$ cat config.mk
export PLATFORM = sky130hd
export DESIGN_NAME = linear_battery_voltage_model_core
export DESIGN_NICKNAME = d
export VERILOG_FILES = /design/src/rtl/lbvm_pkg.sv /design/src/rtl/linear_battery_voltage_model_core.sv /design/src/rtl/lbvm_seq.sv /design/src/rtl/lbvm_dp.sv
export SDC_FILE = /design/constraint.sdc
export NUM_CORES = 2
export LEC_CHECK = 0
export BUFFER_PORTS_ARGS = -buffer_cell sky130_fd_sc_hd__buf_4
export CORE_ASPECT_RATIO = 0.6
export CORE_MARGIN = 2
export CORE_UTILIZATION = 40
export DETAILED_ROUTE_END_ITERATION = 8
export PLACE_DENSITY = 0.54
export SLEW_MARGIN = 20
export SYNTH_ARGS = -nofsm -noshare
export SYNTH_HDL_FRONTEND = slang
export SYNTH_SLANG_ARGS = --single-unit
$ cat constraint.sdc
create_clock -name i_clk -period 13.8 [get_ports i_clk]
set_clock_uncertainty 0.15 [all_clocks]
set_input_delay 2.07 -clock i_clk [delete_from_list [all_inputs] [get_ports i_clk]]
set_output_delay 2.07 -clock i_clk [all_outputs]
set_load 0.05 [all_outputs]
$ cat src/rtl/lbvm_pkg.sv
// Shared types, constants and helpers for the linear battery voltage model.
package lbvm_pkg;

    localparam int LBVM_MAX_LOADS = 256;

    localparam int DATA_W   = 32;
    localparam int CFG_IDX_W = 3;
    localparam int SUM_W    = 40;
    localparam int FRAC_W   = 16;
    localparam int DIV_BITS = SUM_W + FRAC_W;
    localparam int DCNT_W   = $clog2(DIV_BITS + 1);
    localparam int MUL_W    = 33;
    localparam int PROD_W   = 2 * MUL_W;
    localparam int ACC_W    = 52;
    localparam int WIDE_W   = 68;
    localparam int NEAR_ZERO = 65;

    localparam int NUM_STEPS = 16;
    localparam int STEP_W    = $clog2(NUM_STEPS);

    // configuration register indexes
    localparam logic [CFG_IDX_W-1:0] CFG_OCV_CONST   = 3'd0;
    localparam logic [CFG_IDX_W-1:0] CFG_OCV_LINEAR  = 3'd1;
    localparam logic [CFG_IDX_W-1:0] CFG_CAP_RECIP   = 3'd2;
    localparam logic [CFG_IDX_W-1:0] CFG_SERIES_RES  = 3'd3;
    localparam logic [CFG_IDX_W-1:0] CFG_SMOOTH_GAIN = 3'd4;
    localparam logic [CFG_IDX_W-1:0] CFG_CHARGE_STEP = 3'd5;
    localparam logic [CFG_IDX_W-1:0] CFG_INIT_CHARGE = 3'd6;

    // datapath operation of one microcode step
    typedef enum logic [3:0] {
        OP_NOP,
        OP_DIV_INIT,
        OP_DIV_STEP,
        OP_DIV_FIN,
        OP_F_UPD,
        OP_Q_UPD,
        OP_D,
        OP_T1,
        OP_OUT,
        OP_OUT_ZERO
    } t_op;

    // multiplier operand pair
    typedef enum logic [2:0] {
        MS_NONE,
        MS_KDIFF,
        MS_CSF,
        MS_QCAP,
        MS_E1D,
        MS_RF
    } t_msel;

    // sequencing condition
    typedef enum logic [2:0] {
        COND_NEXT,
        COND_START,
        COND_NEARZ,
        COND_DIV,
        COND_OUT_WAIT,
        COND_JUMP
    } t_cond;

    typedef struct packed {
        t_op               op;
        t_msel             msel;
        t_cond             cond;
        logic [STEP_W-1:0] target;
    } t_uword;

    typedef struct packed {
        t_op   op;
        t_msel msel;
        logic  fire;
    } t_ctrl;

    typedef struct packed {
        logic near_zero;
        logic div_last;
    } t_stat;

    function automatic logic signed [DATA_W-1:0] sat32(input logic signed [WIDE_W-1:0] x);
        logic signed [DATA_W-1:0] r;
        if (x > WIDE_W'(64'sd2147483647)) begin
            r = 32'sh7FFF_FFFF;
        end else if (x < -WIDE_W'(64'sd2147483648)) begin
            r = 32'sh8000_0000;
        end else begin
            r = x[DATA_W-1:0];
        end
        return r;
    endfunction

endpackage

$ cat src/rtl/linear_battery_voltage_model_core.sv
// Top level: config registers, load summing, output register, sequencer and datapath.
// A load that is not last is only summed. The last load starts the microprogram: 56
//   divider steps plus 12 other microcode steps, or the init and zero-output steps
//   for a near-zero bus voltage; result-side stalls hold the output step.
// Throughput: one load per cycle within an update; none while an update runs.
// Reset (synchronous, active low): config registers, load sum, filter and charge go to zero.
module linear_battery_voltage_model_core import lbvm_pkg::*; #(
    parameter int MAX_LOADS = LBVM_MAX_LOADS
) (
    input  logic                 i_clk,
    input  logic                 i_rst_n,
    // configuration write port
    input  logic                 i_cfg_we,
    input  logic [CFG_IDX_W-1:0] i_cfg_idx,
    input  logic [DATA_W-1:0]    i_cfg_data,
    // load stream
    input  logic                 s_axis_tvalid,
    output logic                 s_axis_tready,
    input  logic [63:0]          s_axis_tdata,  // bus_voltage [31:0], load_power [63:32]
    input  logic                 s_axis_tlast,  // last_load
    // result stream
    output logic                 m_axis_tvalid,
    input  logic                 m_axis_tready,
    output logic [95:0]          m_axis_tdata   // out_voltage, charge_left, smoothed_current
);

    localparam int CNT_W = $clog2(MAX_LOADS + 1);

    // configuration registers
    logic signed [DATA_W-1:0] r_ocv_const;
    logic signed [DATA_W-1:0] r_ocv_linear;
    logic [DATA_W-2:0]        r_cap_recip;
    logic [DATA_W-2:0]        r_series_res;
    logic [FRAC_W:0]          r_smooth_gain;
    logic [DATA_W-1:0]        r_charge_step;
    logic                     q_load;

    // load summing
    logic signed [SUM_W-1:0]  r_sum;
    logic [CNT_W-1:0]         r_cnt;
    logic signed [SUM_W-1:0]  r_total;
    logic signed [DATA_W-1:0] r_volt;
    logic signed [SUM_W:0]    sum_wide;
    logic signed [SUM_W-1:0]  sum_sat;
    logic signed [SUM_W-1:0]  sum_next;
    logic                     take;
    logic                     in_xfer;
    logic                     start;

    // sequencer and datapath
    t_ctrl                    ctrl;
    t_stat                    stat;
    logic                     seq_idle;
    logic                     out_free;
    logic                     out_load;
    logic signed [DATA_W-1:0] dp_voltage;
    logic signed [DATA_W-1:0] dp_charge;
    logic signed [DATA_W-1:0] dp_current;

    // output register
    logic                     r_out_valid;
    logic [95:0]              r_out_data;

    // Config: one register per enabled edge; host must write only while idle (not enforced).
    always_ff @(posedge i_clk) begin
        if (!i_rst_n) begin
            r_ocv_const   <= '0;
            r_ocv_linear  <= '0;
            r_cap_recip   <= '0;
            r_series_res  <= '0;
            r_smooth_gain <= '0;
            r_charge_step <= '0;
        end else if (i_cfg_we) begin
            unique case (i_cfg_idx)
                CFG_OCV_CONST:   r_ocv_const   <= i_cfg_data;
                CFG_OCV_LINEAR:  r_ocv_linear  <= i_cfg_data;
                CFG_CAP_RECIP:   r_cap_recip   <= i_cfg_data[DATA_W-2:0];
                CFG_SERIES_RES:  r_series_res  <= i_cfg_data[DATA_W-2:0];
                CFG_SMOOTH_GAIN: r_smooth_gain <= i_cfg_data[FRAC_W:0];
                CFG_CHARGE_STEP: r_charge_step <= i_cfg_data;
                default: ;
            endcase
        end
    end

    // Writing the initial charge also reloads the stored charge.
    assign q_load = i_cfg_we && (i_cfg_idx == CFG_INIT_CHARGE);

    // Accept loads only while the sequencer waits at its first step.
    assign s_axis_tready = seq_idle;
    assign in_xfer       = s_axis_tvalid && s_axis_tready;
    assign start         = in_xfer && s_axis_tlast;

    // Saturating sum; loads beyond the limit of one update are dropped.
    assign take     = (r_cnt < CNT_W'(MAX_LOADS));
    assign sum_wide = (SUM_W + 1)'(r_sum) + (SUM_W + 1)'($signed(s_axis_tdata[63:32]));

    always_comb begin
        if (sum_wide > (SUM_W + 1)'(64'sh7F_FFFF_FFFF)) begin
            sum_sat = {1'b0, {(SUM_W-1){1'b1}}};
        end else if (sum_wide < -(SUM_W + 1)'(64'sh80_0000_0000)) begin
            sum_sat = {1'b1, {(SUM_W-1){1'b0}}};
        end else begin
            sum_sat = sum_wide[SUM_W-1:0];
        end
    end

    assign sum_next = take ? sum_sat : r_sum;

    always_ff @(posedge i_clk) begin
        if (!i_rst_n) begin
            r_sum <= '0;
            r_cnt <= '0;
        end else if (in_xfer) begin
            if (s_axis_tlast) begin
                // close the update: hand the total over and clear the sum
                r_sum <= '0;
                r_cnt <= '0;
            end else begin
                r_sum <= sum_next;
                r_cnt <= r_cnt + CNT_W'(take);
            end
        end
    end

    // Operands of the update; held steady while the microprogram runs.
    always_ff @(posedge i_clk) begin
        if (start) begin
            r_total <= sum_next;
            r_volt  <= $signed(s_axis_tdata[31:0]);
        end
    end

    lbvm_seq u_seq (
        .i_clk      (i_clk),
        .i_rst_n    (i_rst_n),
        .i_start    (start),
        .i_out_free (out_free),
        .i_stat     (stat),
        .o_ctrl     (ctrl),
        .o_idle     (seq_idle)
    );

    lbvm_dp u_dp (
        .i_clk         (i_clk),
        .i_rst_n       (i_rst_n),
        .i_ctrl        (ctrl),
        .i_total       (r_total),
        .i_volt        (r_volt),
        .i_ocv_const   (r_ocv_const),
        .i_ocv_linear  (r_ocv_linear),
        .i_cap_recip   (r_cap_recip),
        .i_series_res  (r_series_res),
        .i_smooth_gain (r_smooth_gain),
        .i_charge_step (r_charge_step),
        .i_q_load      (q_load),
        .i_q_value     (i_cfg_data),
        .o_stat        (stat),
        .o_voltage     (dp_voltage),
        .o_charge      (dp_charge),
        .o_current     (dp_current)
    );

    // Output register: the final step stalls until the slot is free.
    assign out_free = !r_out_valid || m_axis_tready;
    assign out_load = ctrl.fire && (ctrl.op == OP_OUT || ctrl.op == OP_OUT_ZERO);

    always_ff @(posedge i_clk) begin
        if (!i_rst_n) begin
            r_out_valid <= 1'b0;
        end else if (out_load) begin
            r_out_valid <= 1'b1;
        end else if (m_axis_tready) begin
            r_out_valid <= 1'b0;
        end
    end

    always_ff @(posedge i_clk) begin
        if (out_load) begin
            r_out_data <= {dp_current, dp_charge, dp_voltage};
        end
    end

    assign m_axis_tvalid = r_out_valid;
    assign m_axis_tdata  = r_out_data;

endmodule

$ cat src/rtl/lbvm_seq.sv
// Microcode sequencer: step counter, control store and jump logic.
module lbvm_seq import lbvm_pkg::*; (
    input  logic  i_clk,
    input  logic  i_rst_n,
    input  logic  i_start,
    input  logic  i_out_free,
    input  t_stat i_stat,
    output t_ctrl o_ctrl,
    output logic  o_idle
);

    localparam logic [STEP_W-1:0] ST_IDLE = 4'd0;
    localparam logic [STEP_W-1:0] ST_ZERO = 4'd14;

    // control store: one word per step
    localparam t_uword ROM [NUM_STEPS] = '{
        '{OP_NOP,      MS_NONE,  COND_START,    ST_IDLE},  // wait for last load
        '{OP_DIV_INIT, MS_NONE,  COND_NEARZ,    ST_ZERO},  // load divider / bypass
        '{OP_DIV_STEP, MS_NONE,  COND_DIV,      ST_IDLE},  // one quotient bit
        '{OP_DIV_FIN,  MS_NONE,  COND_NEXT,     ST_IDLE},  // sign and saturate
        '{OP_NOP,      MS_KDIFF, COND_NEXT,     ST_IDLE},
        '{OP_F_UPD,    MS_NONE,  COND_NEXT,     ST_IDLE},
        '{OP_NOP,      MS_CSF,   COND_NEXT,     ST_IDLE},
        '{OP_Q_UPD,    MS_NONE,  COND_NEXT,     ST_IDLE},
        '{OP_NOP,      MS_QCAP,  COND_NEXT,     ST_IDLE},
        '{OP_D,        MS_NONE,  COND_NEXT,     ST_IDLE},
        '{OP_NOP,      MS_E1D,   COND_NEXT,     ST_IDLE},
        '{OP_T1,       MS_NONE,  COND_NEXT,     ST_IDLE},
        '{OP_NOP,      MS_RF,    COND_NEXT,     ST_IDLE},
        '{OP_OUT,      MS_NONE,  COND_OUT_WAIT, ST_IDLE},
        '{OP_OUT_ZERO, MS_NONE,  COND_OUT_WAIT, ST_IDLE},
        '{OP_NOP,      MS_NONE,  COND_JUMP,     ST_IDLE}
    };

    logic [STEP_W-1:0] r_step;
    logic [STEP_W-1:0] n_step;
    t_uword            word;

    assign word   = ROM[r_step];
    assign o_idle = (r_step == ST_IDLE);

    always_comb begin
        o_ctrl.op   = word.op;
        o_ctrl.msel = word.msel;
        o_ctrl.fire = (word.cond == COND_OUT_WAIT) ? i_out_free : 1'b1;
    end

    always_comb begin
        unique case (word.cond)
            COND_NEXT:     n_step = r_step + 1'b1;
            COND_START:    n_step = i_start ? r_step + 1'b1 : r_step;
            COND_NEARZ:    n_step = i_stat.near_zero ? word.target : r_step + 1'b1;
            COND_DIV:      n_step = i_stat.div_last ? r_step + 1'b1 : r_step;
            COND_OUT_WAIT: n_step = i_out_free ? word.target : r_step;
            COND_JUMP:     n_step = word.target;
            default:       n_step = ST_IDLE;
        endcase
    end

    always_ff @(posedge i_clk) begin
        if (!i_rst_n) begin
            r_step <= ST_IDLE;
        end else begin
            r_step <= n_step;
        end
    end

endmodule

$ cat src/rtl/lbvm_dp.sv
// Datapath: restoring divider, shared multiplier, filter and charge state.
module lbvm_dp import lbvm_pkg::*; (
    input  logic                     i_clk,
    input  logic                     i_rst_n,
    input  t_ctrl                    i_ctrl,
    input  logic signed [SUM_W-1:0]  i_total,
    input  logic signed [DATA_W-1:0] i_volt,
    input  logic signed [DATA_W-1:0] i_ocv_const,
    input  logic signed [DATA_W-1:0] i_ocv_linear,
    input  logic [DATA_W-2:0]        i_cap_recip,
    input  logic [DATA_W-2:0]        i_series_res,
    input  logic [FRAC_W:0]          i_smooth_gain,
    input  logic [DATA_W-1:0]        i_charge_step,
    input  logic                     i_q_load,
    input  logic signed [DATA_W-1:0] i_q_value,
    output t_stat                    o_stat,
    output logic signed [DATA_W-1:0] o_voltage,
    output logic signed [DATA_W-1:0] o_charge,
    output logic signed [DATA_W-1:0] o_current
);

    logic [DATA_W-1:0]         r_rem;
    logic [DIV_BITS-1:0]       r_quo;
    logic [DATA_W-1:0]         r_dsor;
    logic                      r_neg;
    logic [DCNT_W-1:0]         r_cnt;
    logic signed [DATA_W-1:0]  r_tmp;
    logic signed [PROD_W-1:0]  r_prod;
    logic signed [ACC_W-1:0]   r_acc;
    logic signed [DATA_W-1:0]  r_f;
    logic signed [DATA_W-1:0]  r_q;

    logic [SUM_W-1:0]          mag_total;
    logic [DATA_W-1:0]         mag_volt;
    logic [DATA_W:0]           trial;
    logic                      ge;
    logic signed [DATA_W-1:0]  quo_sat;
    logic signed [MUL_W-1:0]   mul_a;
    logic signed [MUL_W-1:0]   mul_b;
    logic signed [PROD_W-1:0]  n_prod;
    logic signed [PROD_W-17:0] sh16;
    logic signed [PROD_W-33:0] sh32;
    logic signed [DATA_W-1:0]  u_sat;
    logic                      act;

    assign act = i_ctrl.fire;

    assign mag_total = i_total[SUM_W-1] ? SUM_W'(-i_total) : SUM_W'(i_total);
    assign mag_volt  = i_volt[DATA_W-1] ? DATA_W'(-i_volt) : DATA_W'(i_volt);

    assign o_stat.near_zero = (i_volt >= -DATA_W'(NEAR_ZERO)) && (i_volt <= DATA_W'(NEAR_ZERO));
    assign o_stat.div_last  = (r_cnt == DCNT_W'(1));

    // restoring division, one quotient bit per step
    assign trial = {r_rem, r_quo[DIV_BITS-1]};
    assign ge    = (trial >= {1'b0, r_dsor});

    always_comb begin
        if (!r_neg) begin
            if (r_quo > DIV_BITS'(64'h7FFF_FFFF)) begin
                quo_sat = 32'sh7FFF_FFFF;
            end else begin
                quo_sat = r_quo[DATA_W-1:0];
            end
        end else begin
            if (r_quo > DIV_BITS'(64'h8000_0000)) begin
                quo_sat = 32'sh8000_0000;
            end else begin
                quo_sat = -$signed(r_quo[DATA_W-1:0]);
            end
        end
    end

    // shared multiplier operand selection
    always_comb begin
        unique case (i_ctrl.msel)
            MS_KDIFF: begin
                mul_a = $signed({{(MUL_W-FRAC_W-1){1'b0}}, i_smooth_gain});
                mul_b = MUL_W'(r_tmp) - MUL_W'(r_f);
            end
            MS_CSF: begin
                mul_a = $signed({1'b0, i_charge_step});
                mul_b = MUL_W'(r_f);
            end
            MS_QCAP: begin
                mul_a = $signed({2'b00, i_cap_recip});
                mul_b = MUL_W'(r_q);
            end
            MS_E1D: begin
                mul_a = MUL_W'(i_ocv_linear);
                mul_b = MUL_W'(r_tmp);
            end
            MS_RF: begin
                mul_a = $signed({2'b00, i_series_res});
                mul_b = MUL_W'(r_f);
            end
            default: begin
                mul_a = '0;
                mul_b = '0;
            end
        endcase
    end

    assign n_prod = mul_a * mul_b;

    // floor shifts are plain slices of the signed product
    assign sh16  = r_prod[PROD_W-1:16];
    assign sh32  = r_prod[PROD_W-1:32];
    assign u_sat = sat32(WIDE_W'(sh16));

    always_ff @(posedge i_clk) begin
        if (i_ctrl.msel != MS_NONE) begin
            r_prod <= n_prod;
        end
        if (act) begin
            unique case (i_ctrl.op)
                OP_DIV_INIT: begin
                    r_rem  <= '0;
                    r_quo  <= {mag_total, {FRAC_W{1'b0}}};
                    r_dsor <= mag_volt;
                    r_neg  <= i_total[SUM_W-1] ^ i_volt[DATA_W-1];
                end
                OP_DIV_STEP: begin
                    r_rem <= ge ? DATA_W'(trial - {1'b0, r_dsor}) : trial[DATA_W-1:0];
                    r_quo <= {r_quo[DIV_BITS-2:0], ge};
                end
                OP_DIV_FIN: r_tmp <= quo_sat;
                OP_D:       r_tmp <= sat32(WIDE_W'(65536) - WIDE_W'(u_sat));
                OP_T1:      r_acc <= ACC_W'(i_ocv_const) + ACC_W'(sh16);
                default: ;
            endcase
        end
    end

    always_ff @(posedge i_clk) begin
        if (!i_rst_n) begin
            r_cnt <= '0;
        end else if (act && i_ctrl.op == OP_DIV_INIT) begin
            r_cnt <= DCNT_W'(DIV_BITS);
        end else if (act && i_ctrl.op == OP_DIV_STEP) begin
            r_cnt <= r_cnt - 1'b1;
        end
    end

    always_ff @(posedge i_clk) begin
        if (!i_rst_n) begin
            r_f <= '0;
            r_q <= '0;
        end else begin
            if (act && i_ctrl.op == OP_F_UPD) begin
                r_f <= sat32(WIDE_W'(r_f) + WIDE_W'(sh16));
            end
            if (i_q_load) begin
                r_q <= i_q_value;
            end else if (act && i_ctrl.op == OP_Q_UPD) begin
                r_q <= sat32(WIDE_W'(r_q) - WIDE_W'(sh32));
            end
        end
    end

    assign o_voltage = (i_ctrl.op == OP_OUT_ZERO) ? '0
                     : sat32(WIDE_W'(r_acc) - WIDE_W'(sh16));
    assign o_charge  = r_q;
    assign o_current = r_f;

endmodule
== Word-level counts from Yosys, hierarchy flattened ==
Memory sizes are Yosys's and may differ from the RTL's.
Index checks and enable logic that the tools add are counted.

* Memories: 1
* Output and inout port bits: 98
* Input bits: 105
* Register bits: 737
* Bits in read-only memories: 224
* Logic and storage cells: 169

* Equality and inequality tests: 29
* Magnitude comparators: 19
* Mux-type cells: 40
* Reductions and logical operators: 35
* $add $sub $neg: 14
* $mul: 1
* Bitwise logic cells: 3

{| class="wikitable"
|+ Memories
! name !! words !! width !! read ports !! clocked after memory_dff !! write ports !! line !! source
|-
| (name not given) || 16 || 14 || 1 || 0 || 0 || lbvm_seq.sv:39 || <nowiki>assign word = ROM[r_step];</nowiki>
|}

{| class="wikitable"
|+ Operator list
! operator !! count
|-
| 32-bit two-way mux || 15
|-
| 68-bit by 32-bit greater-than comparator with 1-bit output (second input constant) || 4
|-
| 68-bit by 32-bit less-than comparator with 1-bit output (second input constant) || 4
|-
| 40-bit two-way mux || 5
|-
| 33-bit one-hot mux with 5 select lines || 1
|-
| 33-bit one-hot mux with 4 select lines || 1
|-
| 32-bit one-hot mux with 2 select lines || 2
|-
| 56-bit one-hot mux with 2 select lines || 1
|-
| 32-bit by 50-bit adder with 51-bit output || 2
|-
| 33-bit by 33-bit multiplier with 66-bit output || 1
|-
| 32-bit negation || 2
|-
| 31-bit two-way mux || 2
|-
| 56-bit by 31-bit greater-than comparator with 1-bit output (second input constant) || 1
|-
| 56-bit by 32-bit greater-than comparator with 1-bit output (second input constant) || 1
|-
| 51-bit by 50-bit subtractor with 52-bit output || 1
|-
| 50-bit by 32-bit greater-than comparator with 1-bit output (second input constant) || 1
|-
| 50-bit by 32-bit less-than comparator with 1-bit output (second input constant) || 1
|-
| 40-bit by 32-bit adder with 41-bit output || 1
|-
| 41-bit by 40-bit greater-than comparator with 1-bit output (second input constant) || 1
|-
| 41-bit by 40-bit less-than comparator with 1-bit output (second input constant) || 1
|-
| 40-bit negation || 1
|-
| 32-bit by 34-bit subtractor with 35-bit output || 1
|-
| 33-bit by 32-bit greater-or-equal comparator with 1-bit output || 1
|-
| 18-bit by 32-bit subtractor with 33-bit output (first input constant) || 1
|-
| other kinds (37) || 89
|}

== Longest topological paths before layout ==
* Word-level depth: 9
* Gate-level depth with buffers: 47
* Mapped depth without buffers: 45

== Cells and area by module ==
A second synthesis with hierarchy kept.

* Cell total of the unflattened synthesis: 9501
* Area, all modules: 84448.5 µm²

{| class="wikitable"
|+ Modules (own cells, without submodules)
! module !! sequential area each (µm²) !! instances !! area each (µm²) !! cells an instance
|-
| lbvm_dp || 9028.7 || 1 || 67502.2 || 7821
|-
| linear_battery_voltage_model_core || 9549.2 || 1 || 16439.5 || 1617
|-
| lbvm_seq || 80.1 || 1 || 506.7 || 63
|}

== Worst setup path before layout ==
OpenSTA, ideal clock, no wires.

* Path type: flip-flop to flip-flop
* Start point: register u_dp.r_tmp[0]
* End point: register u_dp.r_prod[63] (data pin)
* Period minus slack after synthesis: 10.526 ns
* Arrival: 10.103 ns
* Path slack: 3.274 ns
* Cell stages (with the launch flop): 40
* Data required time: 13.376 ns
* Setup time: 0.274 ns
* Buffers on the path: 2
* Cell sequence: edfxtp_1 -> inv_1 -> ha_1 -> inv_1 -> fa_1 -> a21o_1 -> a21oi_1 -> nor2b_1 -> o21a_1 -> o41ai_1 -> o21a_1 -> o211ai_1 -> a31oi_1 -> o21bai_1 -> xnor2_1 -> o21ai_0 -> clkbuf_1 -> nand2_1 -> [4 not listed] -> fa_1 -> fa_1 -> fa_1 -> fa_1 -> inv_1 -> fa_1 -> inv_1 -> ha_1 -> clkbuf_1 -> nand4_1 -> nor4b_1 -> o2111ai_1 -> a21oi_1 -> a21oi_1 -> a311oi_1 -> a21oi_1 -> o41ai_1 -> xor2_1

* Cells in the longest elaborated chain, start to end: 3

{| class="wikitable"
|+ RTL lines
! item !! line !! source
|-
| start: declaration || lbvm_dp.sv:27 || <nowiki>logic signed [DATA_W-1:0] r_tmp;</nowiki>
|-
| start signal: assignment || lbvm_dp.sv:127 || <nowiki>OP_DIV_FIN: r_tmp <= quo_sat;</nowiki>
|-
| start signal: assignment || lbvm_dp.sv:128 || <nowiki>OP_D: r_tmp <= sat32(WIDE_W'(65536) - WIDE_W'(u_sat));</nowiki>
|-
| 32-bit by 32-bit subtractor with 33-bit output || lbvm_dp.sv:79 || <nowiki>mul_b = MUL_W'(r_tmp) - MUL_W'(r_f);</nowiki>
|-
| 33-bit one-hot mux with 4 select lines (*) || lbvm_dp.sv:76 || <nowiki>unique case (i_ctrl.msel)</nowiki>
|-
| 33-bit by 33-bit multiplier with 66-bit output (*) || lbvm_dp.sv:104 || <nowiki>assign n_prod = mul_a * mul_b;</nowiki>
|-
| via u_dp.n_prod[63] || lbvm_dp.sv:40 || <nowiki>logic signed [PROD_W-1:0] n_prod;</nowiki>
|-
| end signal: assignment || lbvm_dp.sv:113 || <nowiki>r_prod <= n_prod;</nowiki>
|-
| end: declaration || lbvm_dp.sv:28 || <nowiki>logic signed [PROD_W-1:0] r_prod;</nowiki>
|}

Mark *: on every way through the listed nets, which the timed path passes. The rest lies on a longest branch.
A chain may end at the register's enable or synchronous reset.

== Worst setup path in the final report ==
* Start point: register u_dp.r_f[0] (netlist: u_dp.o_current[0])
* End point: register u_dp.r_prod[63] (data pin)

* Cells in the longest elaborated chain, start to end: 3

{| class="wikitable"
|+ RTL lines
! item !! line !! source
|-
| start: declaration || lbvm_dp.sv:30 || <nowiki>logic signed [DATA_W-1:0] r_f;</nowiki>
|-
| start signal: assignment || lbvm_dp.sv:151 || <nowiki>r_f <= sat32(WIDE_W'(r_f) + WIDE_W'(sh16));</nowiki>
|-
| 32-bit by 32-bit subtractor with 33-bit output || lbvm_dp.sv:79 ||
|-
| 33-bit one-hot mux with 4 select lines (*) || lbvm_dp.sv:76 ||
|-
| 33-bit by 33-bit multiplier with 66-bit output (*) || lbvm_dp.sv:104 ||
|-
| via u_dp.n_prod[63] || lbvm_dp.sv:40 ||
|}

Marked as above.

==> impl_table.tex <==
\begin{tabular}{lr}
\hline
Metric & Value \\
\hline
\multicolumn{2}{l}{\textbf{GRT}} \\
\quad Maximum number of pins on one net before global-route repair & 143 \\
\quad Number of antenna violations at the first check in global routing & 28 \\
\quad Gr ovfl total & 0 \\
\quad Global-route wire length before repair & around 480,000 µm \\
\quad Via count of the first global-routing pass & 69,071 \\
\quad Overall Global Routing Usage & 0.299 \\
\multicolumn{2}{l}{\textbf{Placed design}} \\
\quad Placed cell count & 12,433 \\
\quad Last weighted congestion value of the routability-driven placer & 1.03 \\
\quad Count of buffers from port buffering & 202 \\
\quad HPWL after detailed placement & 268,000 µm \\
\multicolumn{2}{l}{\textbf{Critical path}} \\
\quad Sort of element at the start of the critical path & flip-flop \\
\quad Capture instance of the worst register-to-register path & u\_dp.r\_prod[63] \\
\quad Slowest stage cell, crit path & sky130\_fd\_sc\_hd\_\_o41ai\_1 \\
\quad Worst flop-to-flop path startpoint & u\_dp.o\_current[0] \\
\quad Crit. End Element & flip-flop \\
\quad Req. time, crit path & 14,070 ps \\
\quad Peak fanout along the critical path & 19 \\
\quad Critical path class & reg2reg \\
\quad Most common cell type on the critical path & sky130\_fd\_sc\_hd\_\_fa\_1 \\
\quad Arrival time at the worst endpoint & 13,430 ps \\
\quad Worst setup slack for register-to-register paths & between 600 and 700 ps \\
\quad Slowest Stage Delay on Critical Path & 750 ps \\
\quad Cell count of the worst reg-to-reg path & 37 \\
\multicolumn{2}{l}{\textbf{Clock network}} \\
\quad Hold buffer count at cts & 0 \\
\quad Number of buffers on the longest clock path & 3 \\
\quad Post-CTS clock slew at the launch and capture registers of the worst setup and hold paths & 60 ps \\
\quad Clk Latency, worst-skew pair & $\sim$700 ps \\
\quad Root buffer cell & sky130\_fd\_sc\_hd\_\_clkbuf\_16 \\
\quad Max H-tree Level & 3 \\
\quad Buffers inserted by post-CTS timing repair & 0 \\
\quad Clock sink count & 721 \\
\quad Post-cts gate resize count & 0 \\
\quad TritonCTS Buffers & 83 \\
\quad Clock tree from TritonCTS & built \\
\multicolumn{2}{l}{\textbf{Drt}} \\
\quad Via total after detailed routing & between 70,000 and 80,000 \\
\quad Detailed Routing Iterations Pass 1 & 9 \\
\quad DRT Wirelength & approximately 320,000 µm \\
\quad Drc violations & 1 \\
\quad Via count normalized by instance count & 5.74 \\
\quad Count of routing violations after the opening detailed-route iteration & 7,996 \\
\quad Post-DRT Antenna Nets & 0 \\
\quad Average wire per standard cell & between 20 and 30 µm \\
\multicolumn{2}{l}{\textbf{Timing}} \\
\quad Worst slew margin & 0.224 \\
\quad Unrepaired setup endpoints after global routing & false \\
\quad Final count of hold timing violations & 0 \\
\quad Slew of the pin with the lowest slew margin & 1160 ps \\
\quad Setup violators final & 0 \\
\quad Final count of pins violating max slew & 0 \\
\quad Setup TNS after final layout & 0 ps \\
\quad Timing-limited maximum frequency & roughly 0.076 GHz \\
\quad Crit share post-route & 0.954 \\
\quad Minimum clock period after layout & 13,160 ps \\
\multicolumn{2}{l}{\textbf{Pwr}} \\
\quad PD cells & 112 mW/mm² \\
\quad Overall power & around 0.010 W \\
\quad Worst VDD drop & 0.0868 mV \\
\quad Leak & 41.6 nW \\
\multicolumn{2}{l}{\textbf{Cells and area}} \\
\quad Sequential cell area & 0.0187 mm² \\
\quad Final Instance Count excl. Fillers & around 13,000 \\
\quad Area of combinational cells with multiple inputs & 0.0601 mm² \\
\quad Total Nets Final & approximately 11,000 \\
\quad Core utilization of the finished layout & 0.440 \\
\quad Share of final-layout standard cells stronger than drive strength 1 & 0.0664 \\
\quad Layout-stage area growth over the synthesis result & 9.56\% \\
\quad Filler cell count in the final layout & 20,890 \\
\multicolumn{2}{l}{\textbf{Synthesis}} \\
\quad FF+latch count, synth & between 700 and 800 \\
\quad Mean instance size in the synthesized netlist & about 9 µm² \\
\quad Number of instances in the synthesized netlist & slightly below 10,000 \\
\quad Asr flop ratio synth & 0 \\
\quad Post-synthesis net count & 11,406 \\
\quad Number of distinct library cells after synthesis & slightly above 90 \\
\quad Post-synthesis instance area & 0.0851 mm² \\
\quad Sequential-to-total area share from yosys stat & 0.219 \\
\quad EDFF count, synth & 422 \\
\quad Synthesis warning total & 0 \\
\quad Leading register cell type out of synthesis & sky130\_fd\_sc\_hd\_\_edfxtp\_1 \\
\multicolumn{2}{l}{\textbf{Die}} \\
\quad Number of ports placed on the die boundary & 203 \\
\quad Die ar. & approximately 0.22 mm² \\
\quad Row Count & 131 \\
\quad Initial core utilization & 0.401 \\
\quad Placeable core region & approximately 0.21 mm² \\
\quad X dimension of the die & 599 µm \\
\quad Vertical extent of the die & 361 µm \\
\multicolumn{2}{l}{\textbf{Hold path}} \\
\quad Terminating pin of the worst hold path & r\_series\_res[15] \\
\quad Min-Delay Startpoint & r\_series\_res[15] \\
\quad Number of cells on the worst hold path & 2 \\
\quad Class of the worst hold path & reg2reg \\
\multicolumn{2}{l}{\textbf{Job}} \\
\quad Max-capacitance violation count & 0 \\
\multicolumn{2}{l}{\textbf{Run status}} \\
\quad Result of the run & complete, but fails checks \\
\quad Violated checks & design-rule violations \\
\hline
\end{tabular}
final cells by class:
class                      instances  area share
inverter                        1321      0.0532
clock inverter                    57     0.00720
antenna                            8    0.000215
clock buffer                      99      0.0240
tap                             2859      0.0384
timing repair buffer             391      0.0323
multi-input combinational       7142       0.644
sequential                       721       0.200
logic make-up (layout without fill, tap and decap cells):
logic type               Yosys count  count (layout)  share of synthesized area
flip-flops                       721             721                      0.219
multiplexers                      32              32                    0.00393
adder cells (fa/ha/maj)         1669            1669                      0.347
buffers and inverters           1769            1868                     0.0781
other                              0               8                          0
AO/OA/AOI/OAI                   1900            1900                      0.146
XOR/XNOR                         373             373                     0.0384
AND/OR/NAND/NOR                 3168            3168                      0.167
report_power, final:
group	switching [W]	leakage, nW	total, W	internal [W]
combinational	0.00314	33.9	0.00472	0.00158
sequential	0.000493	6.32	0.00329	0.00279
clock	0.00105	1.39	0.00241	0.00135
total	0.00469	41.6	0.0104	0.00573
worst max-delay path by stage:
| stage | slack [ps] | from | to | depth (start not counted) |
|---|---|---|---|---|
| after floorplan | 3270 | u_dp.r_tmp[0] | u_dp.r_prod[63] | 39 |
| after global routing | 90 | u_dp.o_current[0] | u_dp.r_prod[63] | 39 |
| after global placement | 440 | u_seq.r_step[0] | u_dp.r_prod[63] | 33 |
| final | 640 | u_dp.o_current[0] | u_dp.r_prod[63] | 37 |
| after CTS | 790 | u_dp.o_current[0] | u_dp.r_prod[63] | 37 |
| after detailed placement | 810 | u_dp.o_current[0] | u_dp.r_prod[63] | 37 |
cells in the final DEF, fill, tap and decap left out, types with 16 or more instances in the layout:
master,n
sky130_fd_sc_hd__inv_1,1318
sky130_fd_sc_hd__mux2i_1,21
sky130_fd_sc_hd__fa_1,1150
sky130_fd_sc_hd__clkbuf_16,85
sky130_fd_sc_hd__a2bb2oi_1,16
sky130_fd_sc_hd__a31oi_1,46
sky130_fd_sc_hd__a211oi_1,88
sky130_fd_sc_hd__o211ai_1,61
sky130_fd_sc_hd__o21bai_1,55
sky130_fd_sc_hd__o41ai_1,24
sky130_fd_sc_hd__nor2_1,470
sky130_fd_sc_hd__nand2b_1,66
sky130_fd_sc_hd__edfxtp_1,422
sky130_fd_sc_hd__and2_1,112
sky130_fd_sc_hd__a21boi_0,205
sky130_fd_sc_hd__and4_1,33
sky130_fd_sc_hd__nor4_1,39
sky130_fd_sc_hd__a21o_1,170
sky130_fd_sc_hd__or3_1,44
sky130_fd_sc_hd__buf_4,381
sky130_fd_sc_hd__xnor2_1,249
sky130_fd_sc_hd__a222oi_1,23
sky130_fd_sc_hd__a211o_1,16
sky130_fd_sc_hd__a22oi_1,27
sky130_fd_sc_hd__xor2_1,124
sky130_fd_sc_hd__ha_1,518
sky130_fd_sc_hd__nand4_1,129
sky130_fd_sc_hd__o21ai_0,366
sky130_fd_sc_hd__dfxtp_1,299
sky130_fd_sc_hd__nand2_1,1748
sky130_fd_sc_hd__o31ai_1,45
sky130_fd_sc_hd__a21oi_1,488
sky130_fd_sc_hd__a22o_1,30
sky130_fd_sc_hd__nor2b_1,54
sky130_fd_sc_hd__or4_1,28
sky130_fd_sc_hd__and3_1,57
sky130_fd_sc_hd__nor3b_1,23
sky130_fd_sc_hd__nand3_1,130
sky130_fd_sc_hd__nor3_1,136
sky130_fd_sc_hd__o21a_1,54
flip-flops by register name (all words and copies together), names as in the netlist:
name	count
r_cnt	9
r_ocv_linear	32
u_dp.r_cnt	6
u_dp.r_prod	50
m_axis_tdata	96
u_dp.o_charge	32
r_smooth_gain	17
r_charge_step	32
u_dp.r_quo	56
r_total	40
u_dp.r_tmp	32
u_dp.r_acc	51
u_seq.r_step	4
u_dp.r_dsor	32
m_axis_tvalid	1
u_dp.r_neg	1
u_dp.o_current	32
r_ocv_const	32
r_cap_recip	31
r_sum	40
r_volt	32
u_dp.r_rem	32
r_series_res	31
Yosys cell counts, drive strengths merged (14+ instances only):
| library cell | n | area (µm²) |
|---|---|---|
| nand2 | 1755 | 6590 |
| inv | 1319 | 4950 |
| fa | 1151 | 23000 |
| ha | 518 | 6480 |
| a21oi | 491 | 2460 |
| nor2 | 476 | 1790 |
| edfxtp | 422 | 12700 |
| clkbuf | 421 | 1580 |
| o21ai | 390 | 1950 |
| dfxtp | 299 | 5990 |
| xnor2 | 249 | 2180 |
| a21boi | 206 | 1550 |
| a21o | 170 | 1280 |
| nor3 | 143 | 743 |
| nand3 | 131 | 656 |
| nand4 | 129 | 807 |
| xor2 | 124 | 1090 |
| and2 | 115 | 719 |
| a211oi | 88 | 661 |
| nand2b | 66 | 413 |
| o211ai | 62 | 470 |
| and3 | 58 | 363 |
| nor2b | 57 | 357 |
| o21bai | 55 | 413 |
| o21a | 54 | 405 |
| a31oi | 48 | 307 |
| o31ai | 46 | 345 |
| or3 | 46 | 298 |
| nor4 | 41 | 272 |
| and4 | 33 | 289 |
| or4 | 31 | 244 |
| a22o | 30 | 263 |
| a22oi | 27 | 203 |
| buf | 27 | 108 |
| nor3b | 24 | 180 |
| o41ai | 24 | 210 |
| a222oi | 23 | 230 |
| mux2i | 21 | 210 |
| a2bb2oi | 17 | 155 |
| a211o | 16 | 140 |
| or2 | 15 | 93.8 |
| a2111oi | 14 | 123 |
critical path: cells and delay by family, from the launching register on:
kind | cells | cell delay [ps]
fa+ha+maj | 11 | 5150
xor+xnor | 1 | 110
mux | 1 | 200
compound gates | 15 | 5060
simple gates | 5 | 1100
buf+inv | 4 | 650
flops | 1 | 440
routing by layer:
metal	track usage	vias up	share of wire
li1	-	32063	-
met1	0.491	36664	0.50
met2	0.389	3240	0.38
met3	0.0715	292	0.10
met4	0.0459	10	0.016
met5	0.00511	-	0.00062
stage by stage:
stage	cell area, µm²	setup WS, ps	hold WS, ps
2_1_floorplan	85100	3270	288
4_1_cts	93100	785	317
3_3_place_gp	90200	437	301
5_1_grt	93200	92.8	331
3_5_place_dp	90200	815	308
6_report	93200	641	316
Note: power is estimated with default switching activity, not from simulation.
